### src/rtl/fqs_pkg.sv
package fqs_pkg;

	localparam int DATA_W = 32;
	localparam int POS_W  = 5;

	typedef enum logic [1:0] {
		CMD_PUSH   = 2'd0,
		CMD_POP    = 2'd1,
		CMD_PEEK   = 2'd2,
		CMD_SEARCH = 2'd3
	} cmd_t;

	// controller to datapath
	typedef struct packed {
		logic rd_en;    // issue a store read
		logic rd_scan;  // read at the scan pointer instead of the oldest entry
		logic latch;    // capture the incoming word
		logic step;     // advance the search by one entry
		logic finish;   // commit state and load the result register
	} fqs_cmd_t;

	// datapath to controller
	typedef struct packed {
		logic search_hit;
		logic search_end;
	} fqs_sts_t;

endpackage

### src/rtl/fqs_ram.sv
module fqs_ram #(
	parameter int WIDTH = 32,
	parameter int DEPTH = 16
) (
	input  logic                     clk,
	input  logic                     we,
	input  logic [$clog2(DEPTH)-1:0] waddr,
	input  logic [WIDTH-1:0]         wdata,
	input  logic                     re,
	input  logic [$clog2(DEPTH)-1:0] raddr,
	output logic [WIDTH-1:0]         rdata
);

	logic [WIDTH-1:0] mem_q [DEPTH];

	always_ff @(posedge clk) begin
		if (we) begin
			mem_q[waddr] <= wdata;
		end
		if (re) begin
			rdata <= mem_q[raddr];
		end
	end

endmodule

### src/rtl/fqs_ctrl.sv
module fqs_ctrl (
	input  logic              clk,
	input  logic              arst_n,
	input  logic              in_valid,
	output logic              in_ready,
	input  fqs_pkg::cmd_t     cmd,
	output logic              out_valid,
	input  logic              out_ready,
	output fqs_pkg::fqs_cmd_t ctl,
	input  fqs_pkg::fqs_sts_t sts
);

	import fqs_pkg::*;

	typedef enum logic [1:0] {
		S_IDLE,
		S_EXEC,
		S_SEARCH
	} state_t;

	state_t state_q;
	logic   out_valid_q;
	logic   out_free;

	assign out_free  = !out_valid_q || out_ready;
	assign in_ready  = (state_q == S_IDLE);
	assign out_valid = out_valid_q;

	always_comb begin
		ctl = '0;
		unique case (state_q)
			S_IDLE: begin
				ctl.rd_en = 1'b1;
				ctl.latch = in_valid;
			end
			S_EXEC: begin
				ctl.finish = out_free;
			end
			S_SEARCH: begin
				if (sts.search_end || sts.search_hit) begin
					ctl.finish = out_free;
				end else begin
					ctl.rd_en   = 1'b1;
					ctl.rd_scan = 1'b1;
					ctl.step    = 1'b1;
				end
			end
			default: ctl = '0;
		endcase
	end

	always_ff @(posedge clk or negedge arst_n) begin
		if (!arst_n) begin
			state_q     <= S_IDLE;
			out_valid_q <= 1'b0;
		end else begin
			if (ctl.finish) begin
				out_valid_q <= 1'b1;
			end else if (out_ready) begin
				out_valid_q <= 1'b0;
			end
			unique case (state_q)
				S_IDLE: begin
					if (in_valid) begin
						state_q <= (cmd == CMD_SEARCH) ? S_SEARCH : S_EXEC;
					end
				end
				S_EXEC: begin
					if (ctl.finish) begin
						state_q <= S_IDLE;
					end
				end
				S_SEARCH: begin
					if (ctl.finish) begin
						state_q <= S_IDLE;
					end
				end
				default: state_q <= S_IDLE;
			endcase
		end
	end

endmodule

### src/rtl/fqs_dp.sv
module fqs_dp #(
	parameter int QUEUE_DEPTH = 16
) (
	input  logic                             clk,
	input  logic                             arst_n,
	input  fqs_pkg::cmd_t                    cmd,
	input  logic signed [fqs_pkg::DATA_W-1:0] value,
	input  fqs_pkg::fqs_cmd_t                ctl,
	output fqs_pkg::fqs_sts_t                sts,
	output logic signed [fqs_pkg::DATA_W-1:0] data,
	output logic                             data_valid,
	output logic [fqs_pkg::POS_W-1:0]        position,
	output logic                             found,
	output logic                             overflow,
	output logic                             is_empty
);

	import fqs_pkg::*;

	localparam int PTR_W = $clog2(QUEUE_DEPTH);
	localparam int CNT_W = $clog2(QUEUE_DEPTH + 1);

	function automatic logic [PTR_W-1:0] ring_next(input logic [PTR_W-1:0] i);
		if (i == PTR_W'(QUEUE_DEPTH - 1)) begin
			return '0;
		end
		return i + 1'b1;
	endfunction

	logic [PTR_W-1:0]  head_q, tail_q, scan_q;
	logic [CNT_W-1:0]  count_q, k_q;
	cmd_t              cmd_q;
	logic [DATA_W-1:0] value_q;

	logic              we;
	logic [PTR_W-1:0]  raddr;
	logic [DATA_W-1:0] rdata;

	logic              full, nonempty;
	logic [CNT_W:0]    k_inc;
	logic [PTR_W-1:0]  head_d, tail_d;
	logic [CNT_W-1:0]  count_d;
	logic [DATA_W-1:0] data_d;
	logic              data_valid_d, found_d, overflow_d;
	logic [POS_W-1:0]  position_d;

	assign full     = (count_q == CNT_W'(QUEUE_DEPTH));
	assign nonempty = (count_q != '0);
	assign k_inc    = {1'b0, k_q} + 1'b1;
	assign raddr    = ctl.rd_scan ? scan_q : head_q;
	assign we       = ctl.finish && (cmd_q == CMD_PUSH) && !full;

	assign sts.search_end = (k_q >= count_q);
	assign sts.search_hit = !sts.search_end && (rdata == value_q);

	fqs_ram #(
		.WIDTH(DATA_W),
		.DEPTH(QUEUE_DEPTH)
	) u_ram (
		.clk  (clk),
		.we   (we),
		.waddr(tail_q),
		.wdata(value_q),
		.re   (ctl.rd_en),
		.raddr(raddr),
		.rdata(rdata)
	);

	always_comb begin
		head_d       = head_q;
		tail_d       = tail_q;
		count_d      = count_q;
		data_d       = '0;
		data_valid_d = 1'b0;
		position_d   = '0;
		found_d      = 1'b0;
		overflow_d   = 1'b0;
		unique case (cmd_q)
			CMD_PUSH: begin
				if (full) begin
					overflow_d = 1'b1;
				end else begin
					tail_d  = ring_next(tail_q);
					count_d = count_q + 1'b1;
				end
			end
			CMD_POP, CMD_PEEK: begin
				if (nonempty) begin
					data_d       = rdata;
					data_valid_d = 1'b1;
					if (cmd_q == CMD_POP) begin
						head_d  = ring_next(head_q);
						count_d = count_q - 1'b1;
					end
				end
			end
			CMD_SEARCH: begin
				if (sts.search_hit) begin
					found_d    = 1'b1;
					position_d = POS_W'(k_inc);
				end
			end
			default: ;
		endcase
	end

	always_ff @(posedge clk or negedge arst_n) begin
		if (!arst_n) begin
			head_q  <= '0;
			tail_q  <= '0;
			count_q <= '0;
		end else if (ctl.finish) begin
			head_q  <= head_d;
			tail_q  <= tail_d;
			count_q <= count_d;
		end
	end

	always_ff @(posedge clk) begin
		if (ctl.latch) begin
			cmd_q   <= cmd;
			value_q <= value;
			scan_q  <= ring_next(head_q);
			k_q     <= '0;
		end else if (ctl.step) begin
			scan_q <= ring_next(scan_q);
			k_q    <= k_inc[CNT_W-1:0];
		end
		if (ctl.finish) begin
			data       <= data_d;
			data_valid <= data_valid_d;
			position   <= position_d;
			found      <= found_d;
			overflow   <= overflow_d;
			is_empty   <= (count_d == '0);
		end
	end

endmodule

### src/rtl/fifo_queue_with_search.sv
// Push, pop and peek: the word is latched and the oldest entry read; the result is registered
// once the output register is free, and only then is the next word taken. Search: the entry walk
// reads one entry per cycle from the oldest, to the first match (position p) or all n entries.
// A finished result waits in the output register while the next word is taken.
// Reset clears the pointers, the entry count and the handshake state; store contents stay
// undefined until pushed.
module fifo_queue_with_search #(
	parameter int QUEUE_DEPTH = 16
) (
	input  logic                             clk,
	input  logic                             arst_n,
	input  logic                             in_valid,
	output logic                             in_ready,
	input  fqs_pkg::cmd_t                    cmd,
	input  logic signed [fqs_pkg::DATA_W-1:0] value,
	output logic                             out_valid,
	input  logic                             out_ready,
	output logic signed [fqs_pkg::DATA_W-1:0] data,
	output logic                             data_valid,
	output logic [fqs_pkg::POS_W-1:0]        position,
	output logic                             found,
	output logic                             overflow,
	output logic                             is_empty
);

	import fqs_pkg::*;

	fqs_cmd_t ctl;
	fqs_sts_t sts;

	fqs_ctrl u_ctrl (
		.clk      (clk),
		.arst_n   (arst_n),
		.in_valid (in_valid),
		.in_ready (in_ready),
		.cmd      (cmd),
		.out_valid(out_valid),
		.out_ready(out_ready),
		.ctl      (ctl),
		.sts      (sts)
	);

	fqs_dp #(
		.QUEUE_DEPTH(QUEUE_DEPTH)
	) u_dp (
		.clk       (clk),
		.arst_n    (arst_n),
		.cmd       (cmd),
		.value     (value),
		.ctl       (ctl),
		.sts       (sts),
		.data      (data),
		.data_valid(data_valid),
		.position  (position),
		.found     (found),
		.overflow  (overflow),
		.is_empty  (is_empty)
	);

endmodule
### config.mk
export PLATFORM = sky130hd
export DESIGN_NAME = fifo_queue_with_search
export DESIGN_NICKNAME = d
export VERILOG_FILES = /design/src/rtl/fqs_pkg.sv /design/src/rtl/fqs_ram.sv /design/src/rtl/fqs_ctrl.sv /design/src/rtl/fqs_dp.sv /design/src/rtl/fifo_queue_with_search.sv
export SDC_FILE = /design/constraint.sdc
export NUM_CORES = 1
export LEC_CHECK = 0
export BUFFER_PORTS_ARGS = -buffer_cell sky130_fd_sc_hd__buf_2
export CAP_MARGIN = 10
export CORE_MARGIN = 2
export CORE_UTILIZATION = 56
export DETAILED_ROUTE_END_ITERATION = 6
export HOLD_SLACK_MARGIN = 0.1
export PLACE_DENSITY = 0.82
export SYNTH_ARGS = -nofsm -noshare
export SYNTH_HDL_FRONTEND = slang
export SYNTH_SLANG_ARGS = --single-unit
export TNS_END_PERCENT = 10
### constraint.sdc
create_clock -name clk -period 4.65 [get_ports clk]
set_input_delay 0.6975 -clock clk [delete_from_list [all_inputs] [get_ports clk]]
set_output_delay 0.6975 -clock clk [all_outputs]
set_load 0.02 [all_outputs]
==> results.md, run 1 <==
- Share of the synthesized area in the top cell type: 0.7473
- Post-synth ARST share: 0.02484
- Hold path cells: 1
- Grt total ovfl: 0
- CP arrival: 4.73 ns
- Violated checks: design-rule violations
- Register area share after synthesis: 0.7673
- Non-Filler Instances: 2192
- Critical path launch point type: flop
- Final Hold Fails: 0
- CP max FO: 35
- Final Net Count: 1610
- Clock sinks: 644
- Vias in the first global route: 13906
- Pin count of the biggest net entering global routing: 57
- Lkg Pwr: 10.78 nW
- # port buffers: 80
- Dpl hpwl: 33.01 mm
- Status: finished, violations left
- Area delta synth->final: 15.01%
- Worst R2R Path Depth: 10
- Hold-fix buffers, CTS: 1
- Post-route antenna net violation count: 0
- Drt drc: 3
- Placed cells: 2080
- Initial DRC Count: 1814
- FP Rows: 77
- Hold/Removal Path Class: input pin to flop
- Global-route wire length before repair: 87.08 mm
- Clock-pin slew on the worst setup and hold paths: 0.06 ns
- Setup Viol. Count Final: 0
- ANT cells: 0
- H-Tree Level Count: 2
- TritonCTS clock tree: yes
- Max_cap viols: 0
- Synth Instances: 1412
- Critical Path Most Common Cell: buf_12
- Most frequent cell after synthesis: edfxtp_1
- Final Cell Area: 28790 µm²
- Clock Skew: 0.02555 ns
- Clk buf depth: 3
- Post-Route WL: 59.88 mm
- Crit-path slowest cell: edfxtp_1
- WHS Endpoint: u_dp.value_q[23]$_DFFE_PP_
- Hold_sp: value[23]
- CP Capture Type: flop
- Final worst path period share: 0.9395
- Synthesized Nets: 1471
- Yosys reg bits: 644
- Met1 Use GR: 0.3389
- Die Footprint: 46410 µm²
- Yosys Warn Count: 0
- Total setup buffers inserted after CTS: 0
- Top post-synthesis cells by area: edfxtp_1 75%, mux2i_1 11%, o22ai_1 3.2%
- Initial antenna violation count: 2
- Reg2Reg Setup Slack: 0.28 ns
- # fillers: 2928
- Top cells by count, synth: 623 x edfxtp_1, 263 x mux2i_1, 129 x o22ai_1, 47 x and2_1, 36 x xor2_1
- Via Count: 13869
- Layout cell share with drive strength beyond 1: 0.1613
- DIE HEIGHT: 215.4 µm
- Post-DP Area: 26760 µm²
- Vias/cell: 6.327
- Slew Limit Headroom: 0.3754
- Worst skew pair latency: 0.63 ns
- TritonRoute pass-1 iters: 7
- CTS Root Cell: clkbuf_16
- Req. time, crit path: 5.01 ns
- Max IR drop VDD: 0.3694 mV
- Die width: 215.4 µm
- PwrDens: 590.1 nW/µm²
- WL per Instance: 27.32 µm
- M2 GR Usage: 0.4266
- Mean Syn Cell Area: 17.73 µm²
- Main synth FF type: edfxtp_1
- Routability congestion estimate: 0.8549
- Gr busiest metal: met2
- Tmin final: 4.369 ns
- Starting density of the core: 0.5673
- RSZ-0062 raised after global routing: false
- Reg2reg end: u_dp.u_ram.rdata[17]$_DFFE_PP_
- F_max: 228.9 MHz
- IO Count: 81
- Crit Path Category: flop to flop
- Synth unique cells: 48
- Critical R2R Launch: u_dp.value_q[13]$_DFFE_PP_
- Core Region: 44120 µm²
- Power Total: 0.01699 W
- Slew Limit Fails: 0
- Slew @ Worst Pin: 0.9284 ns
- Highest cell delay on the worst timing path: 0.69 ns
- Synth area leader: edfxtp_1
- Met3 Use GR: 0.03777
- Cts bufs inserted: 60
- Area of the mapped netlist: 25030 µm²
- Crit-path cells: xor2_1 > nor4_1 > nand4_1 > o211ai_2 > mux2i_4 > buf_12 > buf_12 > mux2i_1 > o22ai_1 > or4_1
- # resized after CTS: 0
- GRT Util Overall: 0.2566
- Number of flops mapped to enable cells by yosys: 623
layer usage:
layer | part of all wire | up-vias
li1 | - | 5889
met1 | 0.37 | 6929
met2 | 0.49 | 869
met3 | 0.092 | 182
met4 | 0.042 | 0
met5 | 0 | -
cell families (layout without fill, tap and decap cells):
family	count (synthesis)	count (layout)	share of synthesized area
multiplexers	269	269	0.1079
AND/OR/NAND/NOR	175	175	0.04053
flip-flops	644	644	0.7673
buffers and inverters	84	272	0.01484
XOR/XNOR	41	41	0.01434
adder cells (fa/ha/maj)	21	21	0.01050
AO/OA/AOI/OAI	178	178	0.04463
through the flow:
| stage | util | worst slack [ns] | setup TNS (ns) | hold slack (ns) |
|---|---|---|---|---|
| finish | 0.6525 | 0.2813 | 0 | 0.2463 |
| global route | 0.6525 | 0.2339 | 0 | 0.2343 |
| floorplan | - | -0.4073 | -51.04 | 0.4019 |
| CTS | 0.6525 | 0.3628 | 0 | 0.2198 |
| global placement | 0.6064 | 0.6498 | 0 | 0.5090 |
| detailed placement | 0.6064 | 0.4784 | 0 | 0.5425 |
state kept, by name, indices dropped and copies added (netlist names):
signal            flops
u_dp.k_q              5
u_dp.u_ram.rdata     32
u_dp.head_q           4
u_dp.count_q          5
u_dp.u_ram.mem_q    512
u_dp.data            32
u_dp.value_q         32
u_dp.found            1
u_dp.overflow         1
u_ctrl.out_valid      1
u_dp.is_empty         1
u_ctrl.state_q        2
u_dp.data_valid       1
u_dp.cmd_q            2
u_dp.scan_q           4
u_dp.position         5
u_dp.tail_q           4
worst max path at each step:
stage,from,cells after the start,end
global route,u_dp.value_q[13]$_DFFE_PP_,10,u_dp.u_ram.rdata[14]$_DFFE_PP_
floorplan,u_dp.value_q[5]$_DFFE_PP_,8,u_dp.u_ram.mem_q[4][0]$_DFFE_PP_
CTS,u_dp.value_q[13]$_DFFE_PP_,10,u_dp.u_ram.rdata[17]$_DFFE_PP_
global placement,u_dp.value_q[13]$_DFFE_PP_,10,u_dp.u_ram.rdata[22]$_DFFE_PP_
finish,u_dp.value_q[13]$_DFFE_PP_,10,u_dp.u_ram.rdata[17]$_DFFE_PP_
detailed placement,u_dp.value_q[13]$_DFFE_PP_,10,u_dp.u_ram.rdata[17]$_DFFE_PP_
cells in the final DEF, fill, tap and decap left out, drive strengths merged, types with 3 or more instances in the layout:
cell type	netlist	layout
and2	47	47
buf	29	140
a21oi	12	12
dfrtp	16	16
xnor2	5	5
a21o	4	4
nand4	4	4
inv	20	21
clkinv	0	24
nand3	6	6
clkbuf	35	73
dfxtp	5	5
or4	32	32
edfxtp	623	623
ha	21	21
mux2	6	6
a31oi	3	3
o22ai	129	129
nor3b	7	7
o31ai	3	3
nor2	17	17
bufinv	0	11
nand2b	3	3
nor2b	3	3
o21ai	17	17
mux2i	263	263
nand2	35	35
nor4	12	12
xor2	36	36
where the power goes:
part	total [W]	switching (W)	leakage, nW	internal [W]
sequential	0.00771	0.000491	5.92	0.00722
clock	0.00503	0.00206	0.984	0.00297
combinational	0.00425	0.00256	3.88	0.00169
total	0.0170	0.00511	10.8	0.0119
layout make-up:
class | count | area (µm²) | share of cell area
Sequential cell | 644 | 19210 | 0.6671
Multi-Input combinational cell | 684 | 5520 | 0.1917
Clock buffer | 73 | 1550 | 0.05384
Timing Repair Buffer | 141 | 1224 | 0.04250
Tap cell | 592 | 740.7 | 0.02573
Clock inverter | 38 | 474.2 | 0.01647
Inverter | 20 | 75.07 | 0.002607
worst max-delay path, delay by kind of cell (launching register included):
kind            cells  cell delay [ns]
simple gates        3             1.37
mux                 2             0.69
xor+xnor            1             0.28
flops               1             0.69
compound gates      2             0.47
buf+inv             2             0.57
No activity file was read; power rests on OpenSTA's default activity.
==> run 2: changes to the inputs <==
--- a/config.mk
+++ b/config.mk
@@ -7,7 +7,6 @@
 export LEC_CHECK = 0
 export BUFFER_PORTS_ARGS = -buffer_cell sky130_fd_sc_hd__buf_2
 export CAP_MARGIN = 10
-export CORE_MARGIN = 2
 export CORE_UTILIZATION = 56
 export DETAILED_ROUTE_END_ITERATION = 6
 export HOLD_SLACK_MARGIN = 0.1
==> run 2 against run 1 <==
Against the previous run:
- the flow now finishes without violations
- fmax down 2.8%
- worst setup slack lost 0.12 ns
- via count down 0.65%
- first-iteration DRC count down 7.8%
- non-clock buffer count shrank 3
- count of clock-buffer cells in the layout fell by 2
- final area shrank 0.23%
- combinational power shrank 1%
- sequential power hardly changed
- critical endpoint is now u_dp.u_ram.rdata[19]$_DFFE_PP_
- largest cell class unchanged
- largest power group unchanged
- highest routed layer unchanged
==> results.md, run 2 (synthesis gave the netlist of run 1 again) <==
- Vias in the first global route: 13816
- Initial antenna violation count: 1
- Hold/Removal Path Class: input pin to flop
- Grt total ovfl: 0
- Critical path launch point type: flop
- Req. time, crit path: 5.01 ns
- Max_cap viols: 0
- RSZ-0062 raised after global routing: false
- Crit Path Category: flop to flop
- Largest Register: u_dp.u_ram.mem_q
- Post-DP Area: 26720 µm²
- Max reg flops: 512
- FP Rows: 77
- CP Capture Type: flop
- M2 GR Usage: 0.4273
- Vias/cell: 6.289
- # resized after CTS: 0
- CP arrival: 4.85 ns
- H-Tree Level Count: 2
- TritonRoute pass-1 iters: 5
- Clock sinks: 644
- CTS Root Cell: clkbuf_16
- Die width: 213.4 µm
- Slew @ Worst Pin: 0.9420 ns
- Tmin final: 4.492 ns
- DIE HEIGHT: 213.4 µm
- Setup Viol. Count Final: 0
- CP max FO: 41
- IO Count: 81
- Total negative slack: 0 ns
- Lkg Pwr: 10.75 nW
- Slew Limit Headroom: 0.3711
- Hold-fix buffers, CTS: 1
- Slew Limit Fails: 0
- Commonest non-fill, non-tap cells in the layout: 623 x edfxtp_1, 262 x mux2i_1, 129 x o22ai_1
- Routability congestion estimate: 0.8272
- TritonCTS clock tree: yes
- Drt drc: 0
- Via Count: 13779
- Core Region: 44120 µm²
- Final worst path period share: 0.9661
- Met3 Use GR: 0.05023
- Starting density of the core: 0.5673
- Pin count of the biggest net entering global routing: 79
- GRT Util Overall: 0.2636
- Post-route antenna net violation count: 0
- Final Hold Fails: 0
- # port buffers: 80
- Clk buf depth: 3
- Status: finished, final reports clean
- ANT cells: 0
- Cts bufs inserted: 61
- Fin util: 0.6510
- Gr busiest metal: met2
- Met1 Use GR: 0.3513
- PwrDens: 585.5 nW/µm²
- Final Net Count: 1608
- WL per Instance: 26.93 µm
- Dpl hpwl: 31.53 mm
- Initial DRC Count: 1673
- Clock Skew: 0.01847 ns
- Clock-pin slew on the worst setup and hold paths: 0.07 ns
- F_max: 222.6 MHz
- Final Cell Area: 28730 µm²
- Layout cell share with drive strength beyond 1: 0.1582
- Die Footprint: 45550 µm²
- Total setup buffers inserted after CTS: 0
- Power Total: 0.01682 W
- Area delta synth->final: 14.74%
- Post-Route WL: 59.00 mm
- Commonest non-fill, non-tap cell in the layout: edfxtp_1
- Max IR drop VDD: 0.4399 mV
- Global-route wire length before repair: 85.99 mm
- Worst skew pair latency: 0.63 ns
run 2: final timing paths:
path | start | endpoint | slack, ns | cells after the start
setup / recovery | u_dp.value_q[16]$_DFFE_PP_ | u_dp.u_ram.rdata[19]$_DFFE_PP_ | 0.16 | 10
hold / removal | value[12] | u_dp.value_q[12]$_DFFE_PP_ | 0.24 | 1
setup reg to reg | u_dp.value_q[16]$_DFFE_PP_ | u_dp.u_ram.rdata[19]$_DFFE_PP_ | 0.16 | 10
hold reg to reg | u_dp.value_q[21]$_DFFE_PP_ | u_dp.u_ram.mem_q[10][21]$_DFFE_PP_ | 0.53 | 0
max in group asynchronous | arst_n | u_dp.tail_q[1]$_DFFE_PN0P_ | 3.78 | 2
min in group asynchronous | arst_n | u_dp.count_q[4]$_DFFE_PN0N_ | 0.55 | 2
run 2: final cells by class:
cell class	count	area [µm²]
inverter	20	75.07
clock inverter	42	406.6
tap	592	740.7
timing repair buffer	138	1189
clock buffer	71	1585
fill	2943	15400
sequential	644	19210
multi-input combinational	684	5520
run 2: stage by stage:
| step | hold slack [ns] | instances | setup WS, ns |
|---|---|---|---|
| after floorplan | 0.4019 | 1412 | -0.4073 |
| after CTS | 0.2118 | 2191 | 0.2516 |
| after global routing | 0.2133 | 2191 | 0.1017 |
| final | 0.2406 | 2191 | 0.1576 |
| after global placement | 0.5092 | 2077 | 0.5762 |
| after detailed placement | 0.5354 | 2077 | 0.3712 |
run 2: routing by layer:
layer	share of wire	vias to the layer above
li1	-	5883
met3	0.096	170
met5	0	-
met2	0.48	819
met4	0.039	0
met1	0.38	6907
run 2: where the power goes:
group / internal [W] / leakage [nW] / switching (W)
clock network: 0.00282 / 0.957 / 0.00212
logic: 0.00166 / 3.88 / 0.00253
registers: 0.00722 / 5.92 / 0.000466
run 2: worst max-delay path, cell delays in order, from the launching register on:
cell,delay (ns)
edfxtp_1,0.67
xor2_1,0.23
nor4_1,0.70
nand4_1,0.38
o211ai_2,0.35
mux2i_4,0.36
buf_12,0.22
buf_12,0.29
mux2i_1,0.29
o22ai_1,0.13
or4_1,0.56
==> run 3: changes to the inputs <==
--- a/config.mk
+++ b/config.mk
@@ -10,7 +10,7 @@
 export CORE_UTILIZATION = 56
 export DETAILED_ROUTE_END_ITERATION = 6
 export HOLD_SLACK_MARGIN = 0.1
-export PLACE_DENSITY = 0.82
+export PLACE_DENSITY_LB_ADDON = 0.08
 export SYNTH_ARGS = -nofsm -noshare
 export SYNTH_HDL_FRONTEND = slang
 export SYNTH_SLANG_ARGS = --single-unit
==> run 3 against run 2 <==
Against the previous run:
- clock power is 9.5% higher
- worst setup slack improved by 0.32 ns
- clock skew up 0.0062 ns
- power is 4.9% higher
- combinational power up 8.6%
- first-iteration DRC count shrank 29%
- worst hold slack improved by 0.048 ns
- die area stayed put
- critical path depth did not move
- final area increased by 2.6%
- sequential share of layout area decreased by 1.7 points
- fmax is 7.6% higher
- highest routed layer unchanged
==> results.md, run 3 (synthesis gave the netlist of run 1 again) <==
- CTS Root Cell: clkbuf_16
- Top Family by Delay on Critical Path: simple AND/OR/NAND/NOR gates
- Max IR drop VDD: 0.3695 mV
- DIE HEIGHT: 213.4 µm
- Cts bufs inserted: 66
- # resized after CTS: 0
- Routability congestion estimate: 0.8003
- Post-DP Area: 27240 µm²
- Post-Route WL: 59.54 mm
- Slew Limit Headroom: 0.4760
- Layout cell share with drive strength beyond 1: 0.1867
- FP Rows: 77
- Starting density of the core: 0.5673
- Initial antenna violation count: 0
- Crit Path Category: flop to flop
- Vias/cell: 6.041
- Dpl ws: 0.4341 ns
- Die width: 213.4 µm
- Grt total ovfl: 0
- Core Region: 44120 µm²
- Clock-pin slew on the worst setup and hold paths: 0.06 ns
- Critical path launch point type: flop
- Setup Viol. Count Final: 0
- Max reg flops: 512
- Clock Skew: 0.02465 ns
- Crit-path slowest cell: edfxtp_1
- TritonRoute pass-1 iters: 5
- Pin count of the biggest net entering global routing: 47
- Vias in the first global route: 13212
- RSZ-0062 raised after global routing: false
- Drt drc: 0
- Final Net Count: 1649
- Area occupied by multi-input gates: 5540 µm²
- Global-route wire length before repair: 87.15 mm
- Commonest non-fill, non-tap cell in the layout: edfxtp_1
- Final worst path period share: 0.8980
- Area delta synth->final: 17.70%
- Total setup buffers inserted after CTS: 0
- IO Count: 81
- Max_cap viols: 0
- WL per Instance: 26.75 µm
- # port buffers: 80
- Crit path buffers/inverters: 2
- Die Footprint: 45550 µm²
- Post-route antenna net violation count: 0
- GRT Util Overall: 0.2695
- # fillers: 3048
- Highest cell delay on the worst timing path: 0.62 ns
- Clock sinks: 644
- Req. time, crit path: 4.96 ns
- Lkg Pwr: 11.13 nW
- Largest Register: u_dp.u_ram.mem_q
- Initial DRC Count: 1196
- Commonest non-fill, non-tap cells in the layout: 623 x edfxtp_1, 262 x mux2i_1, 129 x o22ai_1
- Final Hold Fails: 0
- Hold/Removal Path Class: input pin to flop
- CP Capture Type: flop
- Slew @ Worst Pin: 0.7788 ns
- Worst path setup slack after routing: 0.4744 ns
- Sequential cell area: 19210 µm²
- Power Total: 0.01764 W
- Worst skew pair latency: 0.59 ns
- Via Count: 13447
- Crit-path cells: xor2_1 > nor4_1 > nand4_1 > o211ai_2 > mux2i_4 > buf_12 > buf_4 > mux2i_1 > o22ai_1 > or4_1
- Tmin final: 4.176 ns
- F_max: 239.5 MHz
- Total negative slack: 0 ns
- Reg2Reg Setup Slack: 0.47 ns
- TritonCTS clock tree: yes
- PwrDens: 598.7 nW/µm²
- Fin util: 0.6678
- H-Tree Level Count: 3
- CP max FO: 20
- CP arrival: 4.49 ns
- ANT cells: 0
- Clk buf depth: 3
- Dpl hpwl: 33.99 mm
- Status: finished, final reports clean
- Final Cell Area: 29460 µm²
- Slew Limit Fails: 0
## run 3: worst reg2reg max path, stage by stage (launching register included)
cell	delay, ns
edfxtp_1	0.62
xor2_1	0.26
nor4_1	0.55
nand4_1	0.37
o211ai_2	0.33
mux2i_4	0.46
buf_12	0.27
buf_4	0.21
mux2i_1	0.23
o22ai_1	0.09
or4_1	0.53
## run 3: repair_timing
item	in CTS	in global routing
setup endpoints to repair	0	0
hold buffers	1	0
endpoints found under the hold margin	16	0
## run 3: power by group
group	internal, W	switching, W
logic	0.00194	0.00262
registers	0.00722	0.000456
clock network	0.00329	0.00212
total	0.0124	0.00519
## run 3: metal layers
layer	GRT usage	vias to the layer above	routed length (µm)
met4	0.07709	0	1087
li1	-	5958	-
met5	0	-	0
met3	0.03793	83	3592
met1	0.3816	6943	25720
met2	0.4400	463	29140
## run 3: final timing paths
path                       cells past startpoint                        from                              to
min in group asynchronous                      2                      arst_n      u_dp.tail_q[2]$_DFFE_PN0P_
hold / removal                                 1                   value[12]      u_dp.value_q[12]$_DFFE_PP_
max in group asynchronous                      2                      arst_n      u_dp.tail_q[0]$_DFFE_PN0P_
setup reg to reg                              10  u_dp.value_q[28]$_DFFE_PP_  u_dp.u_ram.rdata[28]$_DFFE_PP_
hold reg to reg                                2    u_dp.k_q[4]$_SDFFE_PP0P_        u_dp.k_q[4]$_SDFFE_PP0P_
setup / recovery                              10  u_dp.value_q[28]$_DFFE_PP_  u_dp.u_ram.rdata[28]$_DFFE_PP_
## run 3: final cells by class
| cell class | instances | area share |
|---|---|---|
| Clock buffer | 81 | 0.06221 |
| Clock inverter | 31 | 0.01299 |
| Inverter | 20 | 0.002548 |
| Multi-Input combinational cell | 684 | 0.1880 |
| Sequential cell | 644 | 0.6519 |
| Tap cell | 592 | 0.02514 |
| Timing Repair Buffer | 174 | 0.05716 |
## run 3: per-stage QoR
| step | instances | hold slack (ns) |
|---|---|---|
| floorplan | 1412 | 0.4019 |
| global placement | 2113 | 0.5128 |
| detailed placement | 2113 | 0.5199 |
| CTS | 2226 | 0.2630 |
| global route | 2226 | 0.2684 |
| finish | 2226 | 0.2888 |
